[config.mk]
export PLATFORM = sky130hd
export DESIGN_NAME = rhpq_ctrl
export DESIGN_NICKNAME = d
export VERILOG_FILES = /design/src/design/rhpq_pkg.sv /design/src/design/rhpq_ctrl.sv
export SDC_FILE = /design/constraint.sdc
export NUM_CORES = 1
export LEC_CHECK = 0
export BUFFER_PORTS_ARGS = -buffer_cell sky130_fd_sc_hd__buf_2
export CAP_MARGIN = 20
export CORE_AREA = 2 2 39 41
export DETAILED_ROUTE_END_ITERATION = 16
export DIE_AREA = 0 0 41 43
export PLACE_DENSITY_LB_ADDON = 0.25
export SLEW_MARGIN = 20
export SYNTH_ARGS = -nofsm -noshare
export SYNTH_HDL_FRONTEND = slang
export SYNTH_SLANG_ARGS = --single-unit
[constraint.sdc]
create_clock -name i_clk -period 1.44 [get_ports i_clk]
set_input_delay 0 -clock i_clk [delete_from_list [all_inputs] [get_ports i_clk]]
set_output_delay 0 -clock i_clk [all_outputs]
set_load 0.005 [all_outputs]
[src/design/rhpq_pkg.sv]
// rhpq_pkg: shared constants and types of the radix heap priority queue
// no dependencies; used by every other file of the block but rhpq_ram

package rhpq_pkg;

    localparam int CAPACITY_DEF     = 1024;
    localparam int KEY_BITS_DEF     = 32;
    localparam int PAYLOAD_BITS_DEF = 20;

    // age stamp width, far beyond any reachable push count
    localparam int STAMP_BITS = 48;

    localparam logic OP_PUSH = 1'b0;
    localparam logic OP_POP  = 1'b1;

    // controller to datapath
    typedef struct packed {
        logic accept;
        logic scan;
        logic last_rd;
        logic move;
        logic load_out;
    } t_cmd;

    // datapath to controller
    typedef struct packed {
        logic pop_ok;
        logic scan_end;
        logic out_free;
    } t_sts;

endpackage

[src/design/rhpq_ctrl.sv]
// rhpq_ctrl: sequencer of the priority queue (accept, scan, move, deliver)
// depends on rhpq_pkg

module rhpq_ctrl (
    input  logic            i_clk,
    input  logic            i_rst_n,
    input  logic            i_in_valid,
    input  logic            i_opcode,
    input  rhpq_pkg::t_sts  i_sts,
    output logic            o_in_ready,
    output rhpq_pkg::t_cmd  o_cmd
);
    localparam logic [2:0] S_IDLE = 3'd0;
    localparam logic [2:0] S_SCAN = 3'd1;
    localparam logic [2:0] S_LAST = 3'd2;
    localparam logic [2:0] S_MOVE = 3'd3;
    localparam logic [2:0] S_DONE = 3'd4;

    logic [2:0] r_state, n_state;

    always_ff @(posedge i_clk) begin
        if (!i_rst_n) begin
            r_state <= S_IDLE;
        end else begin
            r_state <= n_state;
        end
    end

    always_comb begin
        n_state    = r_state;
        o_cmd      = '0;
        o_in_ready = 1'b0;
        case (r_state)
            S_IDLE: begin
                o_in_ready = 1'b1;
                if (i_in_valid) begin
                    o_cmd.accept = 1'b1;
                    if (i_opcode == rhpq_pkg::OP_POP && i_sts.pop_ok) begin
                        n_state = S_SCAN;
                    end else begin
                        n_state = S_DONE;
                    end
                end
            end
            S_SCAN: begin
                o_cmd.scan = 1'b1;
                if (i_sts.scan_end) begin
                    n_state = S_LAST;
                end
            end
            S_LAST: begin
                // fetch the tail entry while the last compare settles
                o_cmd.last_rd = 1'b1;
                n_state = S_MOVE;
            end
            S_MOVE: begin
                o_cmd.move = 1'b1;
                n_state = S_DONE;
            end
            S_DONE: begin
                if (i_sts.out_free) begin
                    o_cmd.load_out = 1'b1;
                    n_state = S_IDLE;
                end
            end
            default: begin
                n_state = S_IDLE;
            end
        endcase
    end
endmodule

==> metrics.md <==
| Metric | Value |
|---|---|
| Hold path depth | `2` |
| Detail Placement HPWL | `414 um` |
| Slowest stage delay, CP | `roughly 480 ps` |
| Final setup skew | `~0.4 ps` |
| Top flop regs | `r_state (3)` |
| Max-cap violation count | `0` |
| DRT Pass-1 Iters | `4` |
| DRT iter0 DRCs | `8` |
| Final wirelength | `549 um` |
| Vias in the first global route | `approximately 190` |
| Via count | `231` |
| Worst flop-to-flop path startpoint | `r_state[0]` |
| WP buf/inv | `0` |
| Fin. Hold Viols | `0` |
| Crit end category | `flip-flop` |
| # resized after CTS | `0` |
| Final worst slack | `approximately 230 ps` |
| Mapped Avg Cell Area | `~7.9 um^2` |
| Post-DRT Antenna Nets | `0` |
| Syn Nets | `33` |
| CP max stage cell | `dfxtp_1` |
| Met3 routed WL | `approximately 74 um` |
| Tot GR Track Use | `0.0681` |
| Status | `finished, final reports clean` |
| Site Rows | `14` |
| CTS Hold Buffers Added | `0` |
| Syn Inst Count | `26` |
| Setup violations, final | `0` |
| First-pass GRT wire length | `about 770 um` |
| Clock Tree Buf Depth | `2` |
| Critical path depth | `3` |
| Relative slew slack | `0.799` |
| Type of the worst setup path | `reg -> reg` |
| Crit path max-delay family | `flip-flops` |
| Most common cell after layout, fill and taps aside | `buf_2` |
| P_leak | `around 0.14 nW` |
| Worst path required time | `1560 ps` |
| RePlAce Congestion | `0.599` |
| CP startpoint | `r_state[0]` |
| Commonest non-fill, non-tap cells in the layout | `buf_2, nor3b_1, clkbuf_4, dfxtp_1` |
| Startpoint Class | `flip-flop` |
| Mapped Area | `around 210 um^2` |
| Tot Pwr | `0.319 mW` |
| Inserted Clock Buffers | `3` |
| Routed WL per cell | `approximately 10 um` |
| H-tree depth | `1` |
| Slew Limit Fails | `0` |
| Die height | `43 um` |
| CP Max Fanout | `11` |
| Clock sinks | `3` |
| Met1 WL | `286 um` |
| End point of the critical path | `r_state[2]` |
| Final Cell Area | `just over 300 um^2` |
| Reg with most FFs | `r_state` |
| Reg2Reg Depth | `3` |
| Slew @ Worst Pin | `about 300 ps` |
| CP arrival | `around 1300 ps` |
| Initial antenna violation count | `0` |
| Yosys warnings | `0` |
| XOR/XNOR Fraction of Synth Area | `0` |
| Top sig layer | `met3` |
| Worst-Skew Late Latency | `230 ps` |
| Unique cell type count in the Yosys netlist | `19` |
| NumNets Final | `48` |
| Antenna diodes | `0` |
| Worst hold slack | `a little over 50 ps` |
| Core area | `between 1000 and 1500 um^2` |
| Number of flip-flops in the largest register | `3` |
| FF+latch count, synth | `3` |
| Syn-to-layout area delta | `47.0%` |
| Largest net degree at the start of global routing | `12` |
| Worst-path clk slew | `roughly 30 ps` |
| Drt drc | `0` |
| Die X | `41 um` |
| Wire length on met2 | `approximately 190 um` |
| Synth Area in Simple Gates | `0.433` |
| Port Buffer Count | `12` |
| CP cell instances | `a211oi_1 -> a211o_1 -> and3_1` |
| Vias per Instance | `slightly above 4` |
| Clock root cell | `clkbuf_4` |
| Setup Buffers After CTS | `0` |
| Shortest period the worst path allows | `1210 ps` |
| Die area | `about 1800 um^2` |
| Share of layout cells above drive strength 1 | `0.425` |
| Crit share post-route | `0.839` |
| Grt total ovfl | `0` |
| Seq/Total Area, Yosys | `0.293` |
| Power per cell area | `1060 nW/um^2` |
| Worst IR drop on VDD | `about 0.4 mV` |
| Max Clock Freq | `~830 MHz` |
| Initial Util | `0.148` |
| Post-synthesis mux area share | `0.0549` |
| Largest family of logic cells by synthesized area | `simple AND/OR/NAND/NOR gates` |
| Synth Area in Compound Gates | `0.152` |
| DP Area | `275 um^2` |
| CTS tree | `yes` |
| R2r endpoint | `r_state[2]` |
| Dpl ws | `between 200 and 250 ps` |
| Hold/Removal Path Class | `in -> reg` |
| Total negative slack | `0 ps` |
| Unrepaired setup endpoints after global routing | `no` |
| Synthesized-area fraction occupied by adder cells | `0` |
| Register-to-register setup slack | `between 200 and 250 ps` |
| Boundary Pins | `13` |
[worst register-to-register path: stages (launching register included)]
cell and delay, ps:
dfxtp_1 480, a211oi_1 140, a211o_1 300, and3_1 180
[worst min path at each step]
stage	from	endpoint	slack [ps]
floorplan	i_in_valid	o_cmd[4]	110
global placement	i_rst_n	r_state[2]	280
detailed placement	i_rst_n	r_state[2]	280
CTS	i_rst_n	r_state[0]	40
global route	i_rst_n	r_state[0]	50
finish	i_rst_n	r_state[2]	50
[stage by stage]
stage / util / cells
finish: 0.218 / 56
global route: 0.218 / 56
CTS: 0.218 / 56
detailed placement: 0.199 / 52
global placement: 0.199 / 52
floorplan: - / 26
[synthesized netlist by cell type]
library cell	number	share of area
nor3_1	1	0.024
and2_1	1	0.031
a211o_1	1	0.043
nor3b_1	3	0.11
nand3b_1	1	0.037
mux2_2	1	0.055
nor2_1	1	0.018
dfxtp_1	3	0.29
buf_2	2	0.049
inv_1	1	0.018
o21ai_0	2	0.049
nor4b_1	1	0.043
and3_1	1	0.031
and3_2	1	0.037
nand3_1	1	0.024
a21oi_1	1	0.024
nand2_1	2	0.037
and3b_1	1	0.043
a211oi_1	1	0.037
[cells by family after synthesis]
group / Yosys count
compound gates: 5
buf+inv: 3
simple gates: 14
flops: 3
mux: 1
[power by group]
group	internal [mW]	switching, mW
clock network	0.104	0.0410
logic	0.0408	0.0272
registers	0.0910	0.0153
total	0.236	0.0835
[cell type report]
cell class,instances,area [um^2]
fill,162,1080
multi-input combinational,20,131
sequential,3,60.1
timing repair buffer,12,60.1
clock buffer,4,26.3
tap,16,20.0
inverter,1,3.75
[layer usage]
metal  global-route usage  vias up
met5                    0        -
met4               0.0600        0
met3               0.0314        0
met2               0.0719       12
met1               0.0958       97
li1                     -      122
Note: power is estimated with default switching activity, not from simulation.
